### config.mk
export PLATFORM = sky130hd
export DESIGN_NAME = cluster_mean_accumulator_top
export DESIGN_NICKNAME = d
export VERILOG_FILES = /design/src/design/cma_pkg.sv /design/src/design/cluster_mean_accumulator_top.sv /design/src/design/cma_divider.sv
export SDC_FILE = /design/constraint.sdc
export NUM_CORES = 1
export LEC_CHECK = 0
export BUFFER_PORTS_ARGS = -buffer_cell sky130_fd_sc_hd__buf_2
export CORE_UTILIZATION = 53
export DETAILED_ROUTE_END_ITERATION = 10
export GPL_ROUTABILITY_DRIVEN = 0
export PLACE_DENSITY = 0.75
export SYNTH_ARGS = -nofsm -noshare
export SYNTH_HDL_FRONTEND = slang
export SYNTH_SLANG_ARGS = --single-unit
### constraint.sdc
create_clock -name clk -period 5.85 [get_ports clk]
set_input_delay 0.2925 -clock clk [delete_from_list [all_inputs] [get_ports clk]]
set_output_delay 0.2925 -clock clk [all_outputs]
set_load 0.02 [all_outputs]
### src/design/cma_pkg.sv
// Package for the cluster mean accumulator.
// Holds field widths, operation and status codes, and the divider handshake struct.
// No dependencies; every other file of the block uses it.
`default_nettype none

package cma_pkg;

  // Field and state widths.
  localparam int COORD_BITS = 12;
  localparam int COUNT_BITS = 16;
  localparam int DIST_BITS  = 24;
  localparam int SUM_BITS   = COUNT_BITS + COORD_BITS;
  localparam int STEP_BITS  = $clog2(COORD_BITS + 1);

  // Largest number of points the cluster holds.
  localparam logic [COUNT_BITS-1:0] MAX_POINTS = 16'd65535;

  // Operation codes; codes above OP_CLEAR are ignored.
  localparam logic [2:0] OP_ADD          = 3'd0;
  localparam logic [2:0] OP_ADD_DIST     = 3'd1;
  localparam logic [2:0] OP_SET_CENTROID = 3'd2;
  localparam logic [2:0] OP_RECOMPUTE    = 3'd3;
  localparam logic [2:0] OP_CLEAR        = 3'd4;

  // Status codes of a result beat.
  localparam logic [1:0] ST_OK    = 2'd0;
  localparam logic [1:0] ST_FULL  = 2'd1;
  localparam logic [1:0] ST_EMPTY = 2'd2;

  // Status returned by the shared divider.
  typedef struct packed {
    logic busy;
    logic done;
  } div_status_t;

endpackage

`default_nettype wire

### src/design/cluster_mean_accumulator_top.sv
// Cluster mean accumulator: one cluster of a k-means style clusterer.
// Sequencer, cluster state and result register; uses cma_pkg and cma_divider.
// Depends on cma_pkg and cma_divider.
//
// Each input beat carries one operation and gives exactly one result beat that shows the
// cluster state after it. Add, set-centroid, clear and unused codes go from the idle state
// to the response state and back. A recompute of a non-empty cluster first passes the two
// divide states: the single shared divider runs 12 steps, first for x and then for y.
// in_ready is high whenever the sequencer is idle, also while an earlier result beat
// still waits on out_ready; a new result then waits until the output register frees.
`default_nettype none

module cluster_mean_accumulator_top (
  input  wire logic                           clk,
  input  wire logic                           rst,
  input  wire logic                           in_valid,
  output logic                                in_ready,
  input  wire logic [2:0]                     operation,
  input  wire logic [cma_pkg::COORD_BITS-1:0] x_coord,
  input  wire logic [cma_pkg::COORD_BITS-1:0] y_coord,
  input  wire logic [cma_pkg::DIST_BITS-1:0]  distance,
  output logic                                out_valid,
  input  wire logic                           out_ready,
  output logic [1:0]                          status,
  output logic [cma_pkg::COORD_BITS-1:0]      centroid_x,
  output logic [cma_pkg::COORD_BITS-1:0]      centroid_y,
  output logic [cma_pkg::COUNT_BITS-1:0]      point_count,
  output logic                                farthest_valid,
  output logic [cma_pkg::COUNT_BITS-1:0]      farthest_index,
  output logic [cma_pkg::COORD_BITS-1:0]      farthest_x,
  output logic [cma_pkg::COORD_BITS-1:0]      farthest_y,
  output logic [cma_pkg::DIST_BITS-1:0]       farthest_distance
);

  typedef enum logic [3:0] {
    S_IDLE  = 4'b0001,
    S_DIV_X = 4'b0010,
    S_DIV_Y = 4'b0100,
    S_RESP  = 4'b1000
  } state_t;

  state_t state;

  // Cluster state.
  logic [cma_pkg::SUM_BITS-1:0]   sum_x;
  logic [cma_pkg::SUM_BITS-1:0]   sum_y;
  logic [cma_pkg::COUNT_BITS-1:0] count;
  logic [cma_pkg::COORD_BITS-1:0] centre_x;
  logic [cma_pkg::COORD_BITS-1:0] centre_y;
  logic                           far_valid;
  logic [cma_pkg::DIST_BITS-1:0]  far_dist;
  logic [cma_pkg::COUNT_BITS-1:0] far_index;
  logic [cma_pkg::COORD_BITS-1:0] far_x;
  logic [cma_pkg::COORD_BITS-1:0] far_y;
  logic [cma_pkg::COORD_BITS-1:0] quot_x;
  logic [1:0]                     status_reg;

  logic                           accept;
  logic                           is_add;
  logic                           full;
  logic                           new_far;
  logic                           out_free;

  // Divider hookup.
  logic                           div_start;
  logic [cma_pkg::SUM_BITS-1:0]   div_dividend;
  cma_pkg::div_status_t           div_stat;
  logic [cma_pkg::COORD_BITS-1:0] div_quot;

  cma_divider u_div (
    .clk      (clk),
    .rst      (rst),
    .start    (div_start),
    .dividend (div_dividend),
    .divisor  (count),
    .stat     (div_stat),
    .quotient (div_quot)
  );

  // Decode of the incoming beat.
  always_comb begin
    in_ready = (state == S_IDLE);
    accept   = in_valid && in_ready;
    is_add   = (operation == cma_pkg::OP_ADD) || (operation == cma_pkg::OP_ADD_DIST);
    full     = (count >= cma_pkg::MAX_POINTS);
    new_far  = (operation == cma_pkg::OP_ADD_DIST) && (!far_valid || (distance > far_dist));
    out_free = !out_valid || out_ready;
  end

  // Divider start: x on a recompute of a non-empty cluster, y once x is done.
  always_comb begin
    div_start    = 1'b0;
    div_dividend = sum_x;
    if (accept && (operation == cma_pkg::OP_RECOMPUTE) && (count != '0)) begin
      div_start = 1'b1;
    end else if ((state == S_DIV_X) && div_stat.done) begin
      div_start    = 1'b1;
      div_dividend = sum_y;
    end
  end

  // Sequencer.
  always_ff @(posedge clk) begin
    if (rst) begin
      state <= S_IDLE;
    end else begin
      unique case (state)
        S_IDLE: begin
          if (accept) begin
            state <= div_start ? S_DIV_X : S_RESP;
          end
        end
        S_DIV_X: begin
          if (div_stat.done) begin
            state <= S_DIV_Y;
          end
        end
        S_DIV_Y: begin
          if (div_stat.done) begin
            state <= S_RESP;
          end
        end
        S_RESP: begin
          if (out_free) begin
            state <= S_IDLE;
          end
        end
        default: state <= S_IDLE;
      endcase
    end
  end

  // Cluster state updates.
  always_ff @(posedge clk) begin
    if (rst) begin
      sum_x      <= '0;
      sum_y      <= '0;
      count      <= '0;
      centre_x   <= '0;
      centre_y   <= '0;
      far_valid  <= 1'b0;
      far_dist   <= '0;
      far_index  <= '0;
      far_x      <= '0;
      far_y      <= '0;
      status_reg <= cma_pkg::ST_OK;
    end else if (accept) begin
      status_reg <= cma_pkg::ST_OK;
      if (is_add) begin
        if (full) begin
          status_reg <= cma_pkg::ST_FULL;
        end else begin
          sum_x <= sum_x + cma_pkg::SUM_BITS'(x_coord);
          sum_y <= sum_y + cma_pkg::SUM_BITS'(y_coord);
          count <= count + 1'b1;
          if (new_far) begin
            far_valid <= 1'b1;
            far_dist  <= distance;
            far_index <= count;
            far_x     <= x_coord;
            far_y     <= y_coord;
          end
        end
      end else if (operation == cma_pkg::OP_SET_CENTROID) begin
        centre_x <= x_coord;
        centre_y <= y_coord;
      end else if (operation == cma_pkg::OP_RECOMPUTE) begin
        if (count == '0) begin
          status_reg <= cma_pkg::ST_EMPTY;
        end
      end else if (operation == cma_pkg::OP_CLEAR) begin
        sum_x     <= '0;
        sum_y     <= '0;
        count     <= '0;
        far_valid <= 1'b0;
        far_dist  <= '0;
        far_index <= '0;
        far_x     <= '0;
        far_y     <= '0;
      end
    end else if ((state == S_DIV_X) && div_stat.done) begin
      quot_x <= div_quot;
    end else if ((state == S_DIV_Y) && div_stat.done) begin
      centre_x <= quot_x;
      centre_y <= div_quot;
    end
  end

  // Output register: valid flag.
  always_ff @(posedge clk) begin
    if (rst) begin
      out_valid <= 1'b0;
    end else if ((state == S_RESP) && out_free) begin
      out_valid <= 1'b1;
    end else if (out_ready) begin
      out_valid <= 1'b0;
    end
  end

  // Output register: result beat payload.
  always_ff @(posedge clk) begin
    if ((state == S_RESP) && out_free) begin
      status            <= status_reg;
      centroid_x        <= centre_x;
      centroid_y        <= centre_y;
      point_count       <= count;
      farthest_valid    <= far_valid;
      farthest_index    <= far_index;
      farthest_x        <= far_x;
      farthest_y        <= far_y;
      farthest_distance <= far_dist;
    end
  end

  // The divider only finishes while the sequencer waits on it.
  a_div_done_in_wait: assert property (@(posedge clk) disable iff (rst)
    div_stat.done |-> ((state == S_DIV_X) || (state == S_DIV_Y)))
    else $error("divider finished outside a divide state");

  // An accepted add below the limit grows the count by one.
  a_add_counts: assert property (@(posedge clk) disable iff (rst)
    (accept && is_add && !full) |=> (count == $past(count) + 1'b1))
    else $error("accepted point not counted");

  // A pending result is moved into a free output register.
  a_resp_loads: assert property (@(posedge clk) disable iff (rst)
    ((state == S_RESP) && out_free) |=> (out_valid && (state == S_IDLE)))
    else $error("result beat not loaded");

  // The divider never gets a new start while it is stepping.
  a_no_restart: assert property (@(posedge clk) disable iff (rst)
    div_stat.busy |-> !div_start)
    else $error("divider restarted while busy");

endmodule

`default_nettype wire

### src/design/cma_divider.sv
// Shared restoring divider of the cluster mean accumulator, one quotient bit per cycle.
// Divides a coordinate sum by the point count; the quotient is known to fit a coordinate.
// Depends on cma_pkg.
`default_nettype none

module cma_divider (
  input  wire logic                           clk,
  input  wire logic                           rst,
  input  wire logic                           start,
  input  wire logic [cma_pkg::SUM_BITS-1:0]   dividend,
  input  wire logic [cma_pkg::COUNT_BITS-1:0] divisor,
  output cma_pkg::div_status_t                stat,
  output logic [cma_pkg::COORD_BITS-1:0]      quotient
);

  logic [cma_pkg::COUNT_BITS-1:0] rem;
  logic [cma_pkg::COORD_BITS-1:0] dq;
  logic [cma_pkg::COUNT_BITS-1:0] div_reg;
  logic [cma_pkg::STEP_BITS-1:0]  cnt;
  logic                           busy;
  logic                           done;
  logic [cma_pkg::COUNT_BITS:0]   trial;
  logic [cma_pkg::COUNT_BITS:0]   diff;
  logic                           fits;

  // One trial subtraction: bring down the next dividend bit and compare.
  always_comb begin
    trial = {rem, dq[cma_pkg::COORD_BITS-1]};
    diff  = trial - {1'b0, div_reg};
    fits  = (trial >= {1'b0, div_reg});
  end

  // Step control. The sum is below count times 2^COORD_BITS, so its upper part
  // is already a valid partial remainder and only the low bits need steps.
  always_ff @(posedge clk) begin
    if (rst) begin
      busy <= 1'b0;
      done <= 1'b0;
      cnt  <= '0;
    end else if (start) begin
      busy <= 1'b1;
      done <= 1'b0;
      cnt  <= cma_pkg::STEP_BITS'(cma_pkg::COORD_BITS);
    end else if (busy) begin
      cnt <= cnt - 1'b1;
      if (cnt == cma_pkg::STEP_BITS'(1)) begin
        busy <= 1'b0;
        done <= 1'b1;
      end
    end else begin
      done <= 1'b0;
    end
  end

  // Remainder and quotient shift registers.
  always_ff @(posedge clk) begin
    if (start) begin
      rem     <= dividend[cma_pkg::SUM_BITS-1:cma_pkg::COORD_BITS];
      dq      <= dividend[cma_pkg::COORD_BITS-1:0];
      div_reg <= divisor;
    end else if (busy) begin
      rem <= fits ? diff[cma_pkg::COUNT_BITS-1:0] : trial[cma_pkg::COUNT_BITS-1:0];
      dq  <= {dq[cma_pkg::COORD_BITS-2:0], fits};
    end
  end

  assign stat.busy = busy;
  assign stat.done = done;
  assign quotient  = dq;

endmodule

`default_nettype wire

After elaboration in Yosys (flattened, before gate mapping)
Index checks and enable logic that the tools add are counted.
{"block": "word_totals", "ff_bits": 337, "in_bits": 55, "output_inout_bits": 109}
{"block": "op_classes", "add_sub_neg": 5, "n_lt_le_gt_ge": 3, "eq_ne": 20, "muxes": 73, "bitwise": 3, "reduce_logical": 26}
{"cell": "12-bit 2-to-1 mux", "count": 21}
{"cell": "28-bit 2-to-1 mux", "count": 9}
{"cell": "16-bit 2-to-1 mux", "count": 11}
{"cell": "24-bit 2-to-1 mux", "count": 6}
{"cell": "28-bit by 12-bit adder with 28-bit output", "count": 2}
{"cell": "4-bit 2-to-1 mux", "count": 7}
{"cell": "24-bit > comparator", "count": 1}
{"cell": "17-bit by 16-bit greater-or-equal comparator with 1-bit output", "count": 1}
{"cell": "16-bit by 1-bit adder with 16-bit output (second input constant)", "count": 1}
{"cell": "16-bit greater-or-equal comparator (second input constant)", "count": 1}
{"cell": "16-bit logical NOT", "count": 1}
{"cell": "4-bit one-hot mux with 4 select lines", "count": 1}
{"cell": "16-bit nonzero test", "count": 1}
{"cell": "16-bit subtractor", "count": 1}
{"cell": "1-bit 2-to-1 mux", "count": 14}
{"cell": "2-bit inequality test (second input constant)", "count": 6}
{"cell": "2-bit by 1-bit inequality test with 1-bit output (second input constant)", "count": 5}
{"cell": "4-bit by 1-bit equality test with 1-bit output (second input constant)", "count": 2}
{"cell": "2-bit 2-to-1 mux", "count": 4}
{"cell": "4-bit AND reduction", "count": 2}
{"cell": "2-bit nonzero test", "count": 4}
{"cell": "1-bit logical AND", "count": 7}
{"cell": "3-bit by 2-bit equality test with 1-bit output (second input constant)", "count": 2}
{"cell": "6-bit AND reduction", "count": 1}
{"cell": "14 further kinds", "count": 19}

Depth between registers and ports, before layout
{"block": "logic_depth", "ltp_word": 8, "ltp_mapped": 12, "ltp_nobuf": 11}

By module
A second synthesis with hierarchy kept.
{"block": "unflattened", "cells_unflattened": 1386, "hier_area_um2": 15367.2}
{"mod": "cluster_mean_accumulator_top", "instances": 1, "cells_each": 1102, "area_per_inst_um2": 12313.1, "seq_area_each_um2": 6936.7}
{"mod": "cma_divider", "instances": 1, "cells_each": 284, "area_per_inst_um2": 3054.2, "seq_area_each_um2": 1441.4}

Worst setup path after synthesis
Ideal clock, no wire load.
{"block": "synth_timing", "kind": "flip-flop to flip-flop", "start": "register state[1]", "end": "register centroid_x[0] in the netlist's numbering, enable pin", "setup_time_ns": 0.586, "arrival_time_ns": 5.343, "path_slack_ns": -0.079, "stages_incl_launch_ff": 4, "path_cell_list": "dfxtp_1 nor2_1 nand3b_1 nor2b_1"}
{"block": "synth_between", "elab_chain_cells": 2}
{"item": "start: declaration", "line": "cluster_mean_accumulator_top.sv:42", "source": "state_t state;"}
{"item": "start signal: assignment", "line": "cluster_mean_accumulator_top.sv:110", "source": "state <= div_start ? S_DIV_X : S_RESP;"}
{"item": "4-bit equality test", "line": "cluster_mean_accumulator_top.sv:202", "source": "if ((state == S_RESP) && out_free) begin"}
{"item": "1-bit logical AND", "line": "cluster_mean_accumulator_top.sv:202"}
{"item": "end signal: assignment", "line": "cluster_mean_accumulator_top.sv:204", "source": "centroid_x <= centre_x;"}
{"item": "end: declaration", "line": "cluster_mean_accumulator_top.sv:25", "source": "output logic [cma_pkg::COORD_BITS-1:0] centroid_x,"}
Every way passes these cells.
A chain may end at the register's enable or synchronous reset.

Final worst setup path
{"block": "layout_timing", "start": "register state[0]", "end": "register u_div.rem[7] in the netlist's numbering, data pin"}
{"block": "layout_between", "elab_chain_cells": 6}
{"item": "4-bit by 1-bit equality test with 1-bit output", "line": "cluster_mean_accumulator_top.sv:82", "source": "in_ready = (state == S_IDLE);"}
{"item": "1-bit logical AND", "line": "cluster_mean_accumulator_top.sv:83", "source": "accept = in_valid && in_ready;"}
{"item": "1-bit logical AND (2 in a row)", "line": "cluster_mean_accumulator_top.sv:94", "source": "if (accept && (operation == cma_pkg::OP_RECOMPUTE) && (count != '0)) begin"}
{"item": "28-bit 2-to-1 mux or 1-bit 2-to-1 mux (tied branches)", "line": "cluster_mean_accumulator_top.sv:94"}
{"item": "16-bit 2-to-1 mux (*)", "line": "cma_divider.sv:57", "source": "if (start) begin"}
{"item": "end signal: assignment", "line": "cma_divider.sv:58", "source": "rem <= dividend[cma_pkg::SUM_BITS-1:cma_pkg::COORD_BITS];"}
{"item": "end signal: assignment", "line": "cma_divider.sv:62", "source": "rem <= fits ? diff[cma_pkg::COUNT_BITS-1:0] : trial[cma_pkg::COUNT_BITS-1:0];"}
{"item": "end: declaration", "line": "cma_divider.sv:16", "source": "logic [cma_pkg::COUNT_BITS-1:0] rem;"}
Mark *: on every way between the ends. The rest lies on a longest branch, timed or not.

==> impl_metrics.tcl <==
set metrics [dict create \
    rows 60 \
    synthXorXnorAreaFrac 0.04578 \
    relSlewSlack 0.1406 \
    min_path_type "input port to flip-flop" \
    grt_pass1_wl_mm 53.72 \
    top_regs "sum_x (28), sum_y (28)" \
    drive_gt1_frac 0.1648 \
    setup_tns_ns 0 \
    postLayoutCellArea_um2 17170 \
    dieWidth_um 168.7 \
    combPwrFrac 0.056 \
    grt_use_total 0.2365 \
    clk_pin_slew_ns 0.06 \
    drt_iter0_markers 823 \
    synth_simple_gate_area_frac 0.1460 \
    dp_slack_ns 1.941 \
    worst-setup-path-type "flip-flop to flip-flop" \
    p_seq_frac 0.478 \
    dieArea_um2 28460 \
    critical-path-slowest-cell "inv_1" \
    ant_nets 0 \
    avgSynthCellArea_um2 11.10 \
    synth-edff-count 163 \
    use_met1 0.3154 \
    core_region_area_um2 27100 \
    synthArstFlopShare 0 \
    cellPowerDensity_nw_per_um2 306.3 \
    dp_hpwl_mm 22.88 \
    synth_cell_types 71 \
    power.leakage_nw 6.807 \
    most-common-layout-cells "dfxtp_1, edfxtp_1, buf_2" \
    dp_cells 1812 \
    crit_arrival_ns 4.24 \
    critPathBufInv 3 \
    use_met3 0.03554 \
    grt_overflow 0 \
    vdd_ir_drop_max_mv 0.1807 \
    critPathRequiredTime_ns 6.09 \
    synth_area_um2 14730 \
    grt_pass1_vias 10280 \
    intPower_mw 4.133 \
    setup_ws_ns 1.853 \
    finalCritPeriodShare 0.6833 \
    portBuffers 163 \
    synthMuxAreaShare 0.01087 \
    nets 1610 \
    status "finished, final reports clean" \
    cp-end-kind "flip-flop" \
    syn_nets 1453 \
    insertion_delay_ns 0.52 \
    swShare 0.2144 \
    grt_max_degree 76 \
    synthAdderAreaFrac 0.06184 \
    synth_top_area_cell "edfxtp_1" \
    synth_top_family_by_area "simple AND/OR/NAND/NOR gates" \
    post-synth-top-area-fraction 0.3323 \
    root_buffer "clkbuf_16" \
    setup-violations-final 0 \
    cts_tree "yes" \
    die_h_um 168.7 \
    synth-seq-area-share 0.5688 \
    grt-busiest-layer "met2" \
    postSynthCellCount 1327 \
    drc_errors 0 \
    slowest_delay_ns 0.82 \
    start_util 0.5435 \
    cts_buffers 35 \
    critical_path.top_delay_family "buffers and inverters" \
    clock_path_buffers 3 \
    dominantRegCellSynth "dfxtp_1" \
    finalMaxSlewViolations 0 \
    path_cells "nor4b_4, buf_4, nand2_2, nor2_1, and2_1, buf_4, nor2_2, inv_1, a211oi_1, a221o_1" \
    fin_crit_ns 3.997 \
    cp_max_fo 32 \
    use_met2 0.3884 \
    finClkSkew_ns 0.02454 \
    rsz0062_at_grt "no" \
    ys_top_cells_by_area "edfxtp_1, dfxtp_1, ha_1" \
    wl_mm 33.58 \
    fin_cells 1884 \
    final_common_cell "dfxtp_1" \
    worstSetupStartpointType "flip-flop" \
    area_delta_synth_final_pct 16.59 \
    switchingPower_mw 1.128 \
    wl_per_cell_um 17.82 \
    synth_compound_area_frac 0.1288 \
    antenna_found_initial 1 \
    cap_viol_max_count 0 \
    hold_viol 0 \
    critPathMostFrequentCell "buf_4" \
    yosysWarnings 0 \
    htree_num_levels 2 \
    drtPass1Iterations 5 \
    ios 164 \
    place_area_um2 15820 \
    yosys_register_bits 337 \
    worstMarginPinSlew_ns 1.281 \
    cts_resized 0 \
    via_per_inst 5.695 \
    vias 10730 \
    fmax_mhz 250.2 \
    clkSinkCount 337 \
    clkPwrFrac 0.466 \
]
## final timing paths
check                           slack, ns  depth (start not counted)     startpoint           end
worst max-delay path                 1.85                         10       state[0]  u_div.rem[7]
worst min-delay path                 0.02                          2    distance[4]   far_dist[4]
worst min register to register       0.43                          0  status_reg[1]     status[1]
worst max register to register       1.85                         10       state[0]  u_div.rem[7]
## layout make-up
cell class / instances / area, um^2
Antenna cell: 1 / 2.502
Clock buffer: 43 / 937.1
Clock inverter: 21 / 345.3
Fill cell: 2095 / 9927
Inverter: 66 / 247.7
Multi-Input combinational cell: 863 / 5817
Sequential cell: 337 / 8378
Tap cell: 372 / 465.4
Timing Repair Buffer: 181 / 980.9
## layer usage
metal  up-vias  part of all wire
met5         -                 0
met4         0             0.034
met3        73             0.050
met2       302              0.47
met1      5171              0.44
li1       5184                 -
## cells by family after synthesis
family | after synthesis
AO/OA/AOI/OAI | 264
XOR/XNOR | 77
adder cells (fa/ha/maj) | 71
buffers and inverters | 127
flip-flops | 337
multiplexers | 15
AND/OR/NAND/NOR | 436
## cell usage after synthesis (12+ instances only)
library cell / number
dfxtp_1: 174
edfxtp_1: 163
nor2_1: 118
nand2_1: 103
ha_1: 68
inv_1: 66
a22o_1: 64
nand3_1: 60
a21oi_1: 57
xnor2_1: 43
nor3_1: 39
clkbuf_1: 35
xor2_1: 34
o21ai_0: 28
a311oi_1: 25
nand4_1: 22
a22oi_1: 21
mux2i_1: 13
buf_2: 12
## power by group through the flow
stage	Sequential, mW	Clock, mW	Combinational [mW]
after floorplan	2.58	0	0.176
after global placement	2.56	0	0.282
after detailed placement	2.56	0	0.287
after CTS	2.51	2.49	0.294
after global routing	2.51	2.58	0.322
final	2.51	2.45	0.295
## stage by stage
stage	hold slack (ns)	util	power [mW]
after floorplan	0.4086	-	2.755
final	0.01531	0.6337	5.261
after CTS	0.001573	0.6336	5.298
after global routing	0.01357	0.6336	5.416
after detailed placement	0.4173	0.5837	2.850
after global placement	0.4125	0.5837	2.843
## what timing repair did
action | in CTS | in global routing
buffers inserted | 0 | 0
endpoints found under the hold margin | 7 | 0
hold buffers | 7 | 0
(Power assumes the default switching activity.)
